==> src/hw/rtl/fqd_pkg.sv <==
package fqd_pkg;

    localparam int DEPTH       = 16;
    localparam int VALUE_WIDTH = 32;
    localparam int IDX_W       = $clog2(DEPTH);
    localparam int CNT_W       = $clog2(DEPTH + 1);
    localparam int ENT_W       = IDX_W + VALUE_WIDTH;
    localparam int IN_TDATA_W  = ((VALUE_WIDTH + 7) / 8) * 8;
    localparam int OUT_FIELD_W = CNT_W + VALUE_WIDTH;
    localparam int OUT_TDATA_W = ((OUT_FIELD_W + 7) / 8) * 8;

    typedef logic [IDX_W-1:0]       t_idx;
    typedef logic [CNT_W-1:0]       t_cnt;
    typedef logic [VALUE_WIDTH-1:0] t_val;

    typedef enum logic [1:0] {
        CMD_ENQ = 2'd0,
        CMD_DEQ = 2'd1,
        CMD_DEL = 2'd2
    } t_cmd;

    typedef enum logic [3:0] {
        ST_IDLE,
        ST_DECODE,
        ST_ENQ_WB,
        ST_DEQ_WB,
        ST_DEL_CHK,
        ST_DEL_M1,
        ST_DEL_M2,
        ST_RESP
    } t_state;

    // entry store: {prev link, value}
    typedef struct packed {
        logic               we;
        t_idx               waddr;
        logic [ENT_W-1:0]   wdata;
        t_idx               raddr;
    } t_ent_req;

    // next-link store
    typedef struct packed {
        logic we;
        t_idx waddr;
        t_idx wdata;
        t_idx raddr;
    } t_lnk_req;

endpackage

==> src/hw/rtl/fqd_ram.sv <==
module fqd_ram #(
    parameter int WIDTH = 8,
    parameter int DEPTH = 16
) (
    input  logic                     i_clk,
    input  logic                     i_we,
    input  logic [$clog2(DEPTH)-1:0] i_waddr,
    input  logic [WIDTH-1:0]         i_wdata,
    input  logic [$clog2(DEPTH)-1:0] i_raddr,
    output logic [WIDTH-1:0]         o_rdata
);

    logic [WIDTH-1:0] r_mem [DEPTH];
    logic [WIDTH-1:0] r_rdata;

    always_ff @(posedge i_clk) begin
        if (i_we) begin
            r_mem[i_waddr] <= i_wdata;
        end
        r_rdata <= r_mem[i_raddr];
    end

    assign o_rdata = r_rdata;

endmodule

==> src/hw/rtl/fqd_links.sv <==
module fqd_links (
    input  logic              i_clk,
    input  logic              i_rst_n,
    input  fqd_pkg::t_lnk_req i_req,
    output fqd_pkg::t_idx     o_next
);
    import fqd_pkg::*;

    logic [DEPTH-1:0] r_vld;
    logic [DEPTH-1:0] n_vld;
    t_idx             r_raddr;
    logic             r_rvld;
    t_idx             ram_q;
    t_idx             chain_q;

    fqd_ram #(
        .WIDTH (IDX_W),
        .DEPTH (DEPTH)
    ) u_next_ram (
        .i_clk   (i_clk),
        .i_we    (i_req.we),
        .i_waddr (i_req.waddr),
        .i_wdata (i_req.wdata),
        .i_raddr (i_req.raddr),
        .o_rdata (ram_q)
    );

    always_comb begin
        n_vld = r_vld;
        if (i_req.we) begin
            n_vld[i_req.waddr] = 1'b1;
        end
    end

    always_ff @(posedge i_clk) begin
        if (!i_rst_n) begin
            r_vld <= '0;
        end else begin
            r_vld <= n_vld;
        end
        r_raddr <= i_req.raddr;
        r_rvld  <= r_vld[i_req.raddr];
    end

    // unwritten slots read as the power-up free chain
    assign chain_q = (r_raddr == t_idx'(DEPTH - 1)) ? '0 : r_raddr + t_idx'(1);
    assign o_next  = r_rvld ? ram_q : chain_q;

endmodule

==> src/hw/rtl/fqd_ctrl.sv <==
module fqd_ctrl (
    input  logic              i_clk,
    input  logic              i_rst_n,
    input  logic              i_s_tvalid,
    output logic              o_s_tready,
    input  fqd_pkg::t_val     i_value,
    input  logic [1:0]        i_cmd,
    output logic              o_m_tvalid,
    input  logic              i_m_tready,
    output logic              o_status,
    output fqd_pkg::t_val     o_value,
    output fqd_pkg::t_cnt     o_count,
    output fqd_pkg::t_ent_req o_ent_req,
    input  logic [fqd_pkg::ENT_W-1:0] i_ent_q,
    output fqd_pkg::t_lnk_req o_lnk_req,
    input  fqd_pkg::t_idx     i_lnk_q
);
    import fqd_pkg::*;

    t_state r_state, n_state;
    logic   [1:0] r_cmd;
    t_val   r_val;
    t_idx   r_front, n_front;
    t_idx   r_rear, n_rear;
    t_idx   r_free, n_free;
    t_cnt   r_count, n_count;
    t_idx   r_cur, n_cur;
    t_cnt   r_i, n_i;
    t_idx   r_prev, n_prev;
    t_idx   r_next, n_next;
    logic   r_status, n_status;
    t_val   r_got, n_got;
    logic   r_ovalid, n_ovalid;
    logic   r_ostatus, n_ostatus;
    t_val   r_ogot, n_ogot;
    t_cnt   r_ocount, n_ocount;

    t_val   ent_val;
    t_idx   ent_prev;
    logic   accept;

    assign ent_val  = i_ent_q[VALUE_WIDTH-1:0];
    assign ent_prev = i_ent_q[ENT_W-1:VALUE_WIDTH];
    assign accept   = i_s_tvalid && o_s_tready;

    always_comb begin
        n_state   = r_state;
        n_front   = r_front;
        n_rear    = r_rear;
        n_free    = r_free;
        n_count   = r_count;
        n_cur     = r_cur;
        n_i       = r_i;
        n_prev    = r_prev;
        n_next    = r_next;
        n_status  = r_status;
        n_got     = r_got;
        n_ovalid  = r_ovalid && !i_m_tready;
        n_ostatus = r_ostatus;
        n_ogot    = r_ogot;
        n_ocount  = r_ocount;
        o_s_tready = (r_state == ST_IDLE);
        o_ent_req = '{we: 1'b0, waddr: r_cur, wdata: {r_prev, r_val}, raddr: r_cur};
        o_lnk_req = '{we: 1'b0, waddr: r_cur, wdata: r_free, raddr: r_cur};

        case (r_state)
            ST_IDLE: begin
                if (accept) begin
                    n_state = ST_DECODE;
                end
            end
            ST_DECODE: begin
                n_got    = '0;
                n_status = 1'b1;
                n_state  = ST_RESP;
                case (r_cmd)
                    CMD_ENQ: begin
                        if (r_val != '0 && r_count != t_cnt'(DEPTH)) begin
                            o_lnk_req.raddr = r_free;
                            o_ent_req.we    = 1'b1;
                            o_ent_req.waddr = r_free;
                            if (r_count == '0) begin
                                o_ent_req.wdata = {r_free, r_val};
                                n_front = r_free;
                            end else begin
                                o_ent_req.wdata = {r_rear, r_val};
                                o_lnk_req.we    = 1'b1;
                                o_lnk_req.waddr = r_rear;
                                o_lnk_req.wdata = r_free;
                            end
                            n_rear   = r_free;
                            n_count  = r_count + t_cnt'(1);
                            n_status = 1'b0;
                            n_state  = ST_ENQ_WB;
                        end
                    end
                    CMD_DEQ: begin
                        if (r_count != '0) begin
                            o_ent_req.raddr = r_front;
                            o_lnk_req.raddr = r_front;
                            n_status = 1'b0;
                            n_state  = ST_DEQ_WB;
                        end
                    end
                    CMD_DEL: begin
                        if (r_val != '0 && r_count != '0) begin
                            o_ent_req.raddr = r_front;
                            o_lnk_req.raddr = r_front;
                            n_cur   = r_front;
                            n_i     = '0;
                            n_state = ST_DEL_CHK;
                        end
                    end
                    default: begin
                        n_state = ST_RESP;
                    end
                endcase
            end
            ST_ENQ_WB: begin
                n_free  = i_lnk_q;
                n_state = ST_RESP;
            end
            ST_DEQ_WB: begin
                n_got = ent_val;
                if (r_count > t_cnt'(1)) begin
                    n_front = i_lnk_q;
                end
                n_count         = r_count - t_cnt'(1);
                o_lnk_req.we    = 1'b1;
                o_lnk_req.waddr = r_front;
                o_lnk_req.wdata = r_free;
                n_free          = r_front;
                n_state         = ST_RESP;
            end
            ST_DEL_CHK: begin
                if (ent_val == r_val) begin
                    n_status = 1'b0;
                    if (r_count == t_cnt'(1) || r_cur == r_front || r_cur == r_rear) begin
                        if (r_count > t_cnt'(1)) begin
                            if (r_cur == r_front) begin
                                n_front = i_lnk_q;
                            end else begin
                                n_rear = ent_prev;
                            end
                        end
                        o_lnk_req.we = 1'b1;
                        n_free       = r_cur;
                        n_count      = r_count - t_cnt'(1);
                        n_state      = ST_RESP;
                    end else begin
                        n_prev  = ent_prev;
                        n_next  = i_lnk_q;
                        n_state = ST_DEL_M1;
                    end
                end else if (r_i == r_count - t_cnt'(1)) begin
                    n_status = 1'b1;
                    n_state  = ST_RESP;
                end else begin
                    // follow the chain; issue the next read right away
                    o_ent_req.raddr = i_lnk_q;
                    o_lnk_req.raddr = i_lnk_q;
                    n_cur = i_lnk_q;
                    n_i   = r_i + t_cnt'(1);
                end
            end
            ST_DEL_M1: begin
                o_lnk_req.we    = 1'b1;
                o_lnk_req.waddr = r_prev;
                o_lnk_req.wdata = r_next;
                o_ent_req.raddr = r_next;
                n_state         = ST_DEL_M2;
            end
            ST_DEL_M2: begin
                o_ent_req.we    = 1'b1;
                o_ent_req.waddr = r_next;
                o_ent_req.wdata = {r_prev, ent_val};
                o_lnk_req.we    = 1'b1;
                n_free          = r_cur;
                n_count         = r_count - t_cnt'(1);
                n_state         = ST_RESP;
            end
            ST_RESP: begin
                if (!r_ovalid || i_m_tready) begin
                    n_ovalid  = 1'b1;
                    n_ostatus = r_status;
                    n_ogot    = r_got;
                    n_ocount  = r_count;
                    n_state   = ST_IDLE;
                end
            end
            default: begin
                n_state = ST_IDLE;
            end
        endcase
    end

    always_ff @(posedge i_clk) begin
        if (!i_rst_n) begin
            r_state  <= ST_IDLE;
            r_front  <= '0;
            r_rear   <= '0;
            r_free   <= '0;
            r_count  <= '0;
            r_ovalid <= 1'b0;
        end else begin
            r_state  <= n_state;
            r_front  <= n_front;
            r_rear   <= n_rear;
            r_free   <= n_free;
            r_count  <= n_count;
            r_ovalid <= n_ovalid;
        end
        if (accept) begin
            r_cmd <= i_cmd;
            r_val <= i_value;
        end
        r_cur     <= n_cur;
        r_i       <= n_i;
        r_prev    <= n_prev;
        r_next    <= n_next;
        r_status  <= n_status;
        r_got     <= n_got;
        r_ostatus <= n_ostatus;
        r_ogot    <= n_ogot;
        r_ocount  <= n_ocount;
    end

    assign o_m_tvalid = r_ovalid;
    assign o_status   = r_ostatus;
    assign o_value    = r_ogot;
    assign o_count    = r_ocount;

endmodule

==> src/hw/rtl/fifo_queue_with_delete.sv <==
// Channel   Dir  tdata (low bit up)                    tuser
// s         in   value[31:0]                           cmd[1:0] (0 enq, 1 deq, 2 delete)
// m         out  value_out[31:0], count[36:32], pad    status[0] (1 error)
//
// One request at a time. Requests rejected at decode go straight to the response state.
// Enqueue and dequeue add a write-back state for the registered read of the link store.
// Delete walks the list from the front, one entry per cycle through the link store
// read port; a miss walks all entries; a middle entry adds states DEL_M1 and DEL_M2.
// Reset is synchronous; the free chain comes from per-slot valid bits, no clear pass.
// A held result does not block accepting the next request; only its RESP state waits.
module fifo_queue_with_delete (
    input  logic                             i_clk,
    input  logic                             i_rst_n,
    input  logic                             i_s_tvalid,
    output logic                             o_s_tready,
    input  logic [fqd_pkg::IN_TDATA_W-1:0]   i_s_tdata,  // value
    input  logic [1:0]                       i_s_tuser,  // cmd
    output logic                             o_m_tvalid,
    input  logic                             i_m_tready,
    output logic [fqd_pkg::OUT_TDATA_W-1:0]  o_m_tdata,  // value_out, count, zero pad
    output logic [0:0]                       o_m_tuser   // status
);
    import fqd_pkg::*;

    t_ent_req         ent_req;
    t_lnk_req         lnk_req;
    logic [ENT_W-1:0] ent_q;
    t_idx             lnk_q;
    logic             status;
    t_val             value_out;
    t_cnt             count;

    fqd_ram #(
        .WIDTH (ENT_W),
        .DEPTH (DEPTH)
    ) u_ent_ram (
        .i_clk   (i_clk),
        .i_we    (ent_req.we),
        .i_waddr (ent_req.waddr),
        .i_wdata (ent_req.wdata),
        .i_raddr (ent_req.raddr),
        .o_rdata (ent_q)
    );

    fqd_links u_links (
        .i_clk   (i_clk),
        .i_rst_n (i_rst_n),
        .i_req   (lnk_req),
        .o_next  (lnk_q)
    );

    fqd_ctrl u_ctrl (
        .i_clk      (i_clk),
        .i_rst_n    (i_rst_n),
        .i_s_tvalid (i_s_tvalid),
        .o_s_tready (o_s_tready),
        .i_value    (i_s_tdata[VALUE_WIDTH-1:0]),
        .i_cmd      (i_s_tuser),
        .o_m_tvalid (o_m_tvalid),
        .i_m_tready (i_m_tready),
        .o_status   (status),
        .o_value    (value_out),
        .o_count    (count),
        .o_ent_req  (ent_req),
        .i_ent_q    (ent_q),
        .o_lnk_req  (lnk_req),
        .i_lnk_q    (lnk_q)
    );

    assign o_m_tdata = OUT_TDATA_W'({count, value_out});
    assign o_m_tuser = status;

endmodule

==> config.mk <==
export PLATFORM = sky130hd
export DESIGN_NAME = fifo_queue_with_delete
export DESIGN_NICKNAME = d
export VERILOG_FILES = /design/src/hw/rtl/fqd_pkg.sv /design/src/hw/rtl/fqd_ram.sv /design/src/hw/rtl/fqd_links.sv /design/src/hw/rtl/fqd_ctrl.sv /design/src/hw/rtl/fifo_queue_with_delete.sv
export SDC_FILE = /design/constraint.sdc
export NUM_CORES = 1
export LEC_CHECK = 0
export BUFFER_PORTS_ARGS = -buffer_cell sky130_fd_sc_hd__buf_4
export CAP_MARGIN = 0
export CORE_ASPECT_RATIO = 1.25
export CORE_UTILIZATION = 56
export DETAILED_ROUTE_END_ITERATION = 10
export PLACE_DENSITY = 0.78
export SLEW_MARGIN = 30
export SYNTH_ARGS = -nofsm -noshare
export SYNTH_HDL_FRONTEND = slang
export SYNTH_SLANG_ARGS = --single-unit
==> constraint.sdc <==
create_clock -name i_clk -period 4 [get_ports i_clk]
set_input_delay 0.6 -clock i_clk [delete_from_list [all_inputs] [get_ports i_clk]]
set_output_delay 0.6 -clock i_clk [all_outputs]
set_load 0.01 [all_outputs]
==> flow_metrics.py <==
metrics = {
    "critical_path": {
        "cp-end-kind": "register",
        "worstSetupPathType": "reg -> reg",
        "crit_arrival_ns": 4.43,
        "r2r-start": "u_ctrl.r_val[14]",
        "cp_max_fo": 28,
        "reg2reg_setup_slack_ns": 0.08,
        "startpoint": "u_ctrl.r_val[14]",
        "startpoint_type": "register",
        "cp.required_ns": 4.52,
    },
    "clocking": {
        "clk_path_buf_depth": 3,
        "tritoncts": "done",
        "worstSkewPairLatency_ns": 0.66,
        "cts_hold_buf": 0,
        "htree_num_levels": 3,
        "clkTransAtPathRegs_ns": 0.06,
        "cts_sinks": 844,
        "cts_made_buffers": 80,
        "cts_root_buf": "clkbuf_16",
    },
    "route": {
        "drtIter0Drc": 2473,
        "drc_errors": 0,
        "drt-total-wl_um": 88400,
        "wire_per_inst_um": 27.9,
        "first_pass_iters": 9,
        "ant_nets": 0,
        "viasPerCell": 6.49,
        "vias": 20500,
    },
    "pwr": {
        "p_leak_nw": 13.4,
        "pwr_density_cell_mw_per_mm2": 840,
        "peakVddDrop_mv": 0.548,
    },
    "logic_synthesis": {
        "synth-edff-count": 762,
        "synth-async-reset-ratio_pct": 0,
        "yosysTopAreaCell": "edfxtp_1",
        "synth_flop_cell": "edfxtp_1",
        "syn_area_mm2": 0.0339,
        "ys_ff_latch": 844,
        "ys_warn_count": 0,
        "yosysSeqAreaShare_pct": 72.2,
        "synth.top_cells.by_area": "edfxtp_1 67%, dfxtp_1 4.8%, mux2_2 4.8%",
        "synth.avg_cell_area_um2": 16.1,
        "synth.distinct_cells": 78,
        "syn-instance-count": 2106,
        "synth_top_area_share_pct": 67.4,
    },
    "floorplanning": {
        "die_x_um": 222,
        "fp.dieH_um": 277,
        "die_area_mm2": 0.0616,
        "ios": 81,
        "rows": 100,
        "start_util_pct": 56.9,
        "core_region_area_mm2": 0.0597,
    },
    "global_routing": {
        "overflow": 0,
        "grt_max_degree": 55,
        "track_usage_pct": 28.9,
        "antenna_found_initial": 0,
        "grt_pass1_wl_um": 130000,
        "first_global_vias": 20800,
    },
    "timing": {
        "layout_min_cycle_time_ns": 3.92,
        "tightestPinTransition_ns": 0.874,
        "report.final.slew_viol_count": 0,
        "relSlewSlack_pct": 41.1,
        "holdWs_ns": 0.117,
        "setup_viol_count_final": 0,
        "skew_ns": 0.0352,
        "fmax_mhz": 255,
        "tns_ns": 0,
        "period_share_pct": 97.9,
        "final-hold-violation-count": 0,
    },
    "finish": {
        "nets": 2381,
        "syn_to_final_growth_pct": 16.5,
        "diodes": 0,
        "post-route-cell-area_mm2": 0.0396,
        "drive_gt1_share_pct": 26.8,
    },
    "hold_path": {
        "hp-class": "in -> reg",
        "worstHoldStart": "i_s_tdata[1]",
    },
    "placed_design": {
        "port_buffers": 77,
        "gp_congestion": 0.945,
        "placed_cell_area_mm2": 0.0368,
        "place_hpwl_um": 53200,
    },
    "status": {
        "status": "finished clean",
    },
    "flow_run": {
        "cap_violations": 0,
    },
}
[state kept, by name, indices dropped and copies added (netlist names), 16 cells and up, named ones only]
| register | count |
|---|---|
| u_ctrl.o_value | 32 |
| u_ctrl.r_got | 32 |
| u_ctrl.r_val | 32 |
| u_ent_ram.o_rdata | 36 |
| u_ent_ram.r_mem | 576 |
| u_links.r_vld | 16 |
| u_links.u_next_ram.r_mem | 64 |
[through the flow]
| stage | utilization (%) | cells | setup slack [ns] | power, W |
|---|---|---|---|---|
| 2_1_floorplan | - | 2108 | -0.114 | 0.0206 |
| 3_3_place_gp | 61.6 | 3011 | -0.103 | 0.0249 |
| 3_5_place_dp | 61.6 | 3011 | -0.187 | 0.0253 |
| 4_1_cts | 66.1 | 3162 | 0.0261 | 0.0330 |
| 5_1_grt | 66.3 | 3164 | -0.109 | 0.0345 |
| 6_report | 66.3 | 3164 | 0.0836 | 0.0332 |
[power breakdown]
part	total [W]	internal, W	switching, W
combinational	0.0136	0.00579	0.00777
sequential	0.0121	0.0113	0.000764
clock	0.00759	0.00425	0.00334
[layout make-up]
cell class              instances  area [um2]
clock buffers                  98        2100
clock inverters                52         543
fillers                      3943       20100
inverters                      25        93.8
multi-input cells            1127        8980
flip-flops and latches        844       24500
well taps                     765         957
repair buffers                253        2360
[worst max-delay path, cell delays in order, from the launching register on]
cell	delay, ns
edfxtp_1	0.50
buf_4	0.19
nor4_1	0.25
nand2_1	0.27
or4_4	0.52
buf_4	0.21
a41oi_1	0.34
o2111ai_1	0.22
or4_2	0.71
buf_12	0.23
o22ai_1	0.26
a211oi_1	0.08
[placed cells by master, fill, tap and decap left out, types with 13 or more instances in the layout]
| cell | instances |
|---|---|
| edfxtp_1 | 762 |
| buf_4 | 216 |
| nand2_1 | 207 |
| mux2_2 | 144 |
| dfxtp_1 | 82 |
| clkbuf_16 | 81 |
| o22ai_1 | 76 |
| mux4_2 | 72 |
| nor2_1 | 66 |
| a21oi_1 | 61 |
| o21ai_0 | 43 |
| a211oi_1 | 42 |
| and2_1 | 40 |
| nand3_1 | 37 |
| xor2_1 | 36 |
| buf_12 | 31 |
| o211ai_1 | 29 |
| mux2_1 | 28 |
| inv_1 | 21 |
| nor2_4 | 20 |
| xnor2_1 | 19 |
| mux2i_1 | 18 |
| clkinv_1 | 17 |
| clkbuf_1 | 15 |
| nand2b_1 | 13 |
| nand4_1 | 13 |
| clkinv_2 | 13 |
[metal layers]
| layer | GRT usage [%] | up-vias | wire [um] |
|---|---|---|---|
| met4 | 14.9 | 0 | 4170 |
| met3 | 4.29 | 280 | 8210 |
| met1 | 36.9 | 10300 | 32000 |
| met5 | 0 | - | 0 |
| met2 | 48.2 | 1288 | 44000 |
| li1 | - | 8668 | - |
[kinds of logic (layout without fill, tap and decap cells)]
family	after synthesis	in the layout	synth area share (%)
DFF	844	844	72.2
and+or+nand+nor	460	460	6.29
AOI/OAI and AO/OA	335	335	6.63
muxes	262	262	11.0
buffers and inverters	137	428	1.96
xor gates and xnor gates	55	55	1.42
adders and majority gates	12	12	0.442
other	1	3	0.0110
[synth_stat cells (all sizes together) (4+ instances only)]
cell and n:
a311oi 8, mux4 72, a21oi 62, nand2 207, o211ai 30, nand4 13, o21ai 46, ha 12
a22o 8, inv 24, and2 41, a221oi 7, mux2i 18, nand3 38, a211oi 43, xor2 36
mux2 172, clkbuf 54, a22oi 12, edfxtp 762, and3 4, nor2 88, nor4 17, a21o 6
buf 58, dfxtp 82, xnor2 19, or2 8, nor3 13, nand2b 13, o22ai 76, o21a 4
[final timing paths]
path | to | cells past startpoint
worst max register to register | u_ent_ram.o_rdata[23] | 11
worst min-delay path | u_ctrl.r_val[1] | 1
worst max-delay path | u_ent_ram.o_rdata[23] | 11
worst min register to register | u_ctrl.o_value[26] | 0
[timing repair]
action,in CTS,in global routing
setup buffers,1,1
endpoints found under the setup margin,36,80
pin swaps,1,3
cloned,0,1
resized for setup,1,14
Note: power is estimated with default switching activity, not from simulation.
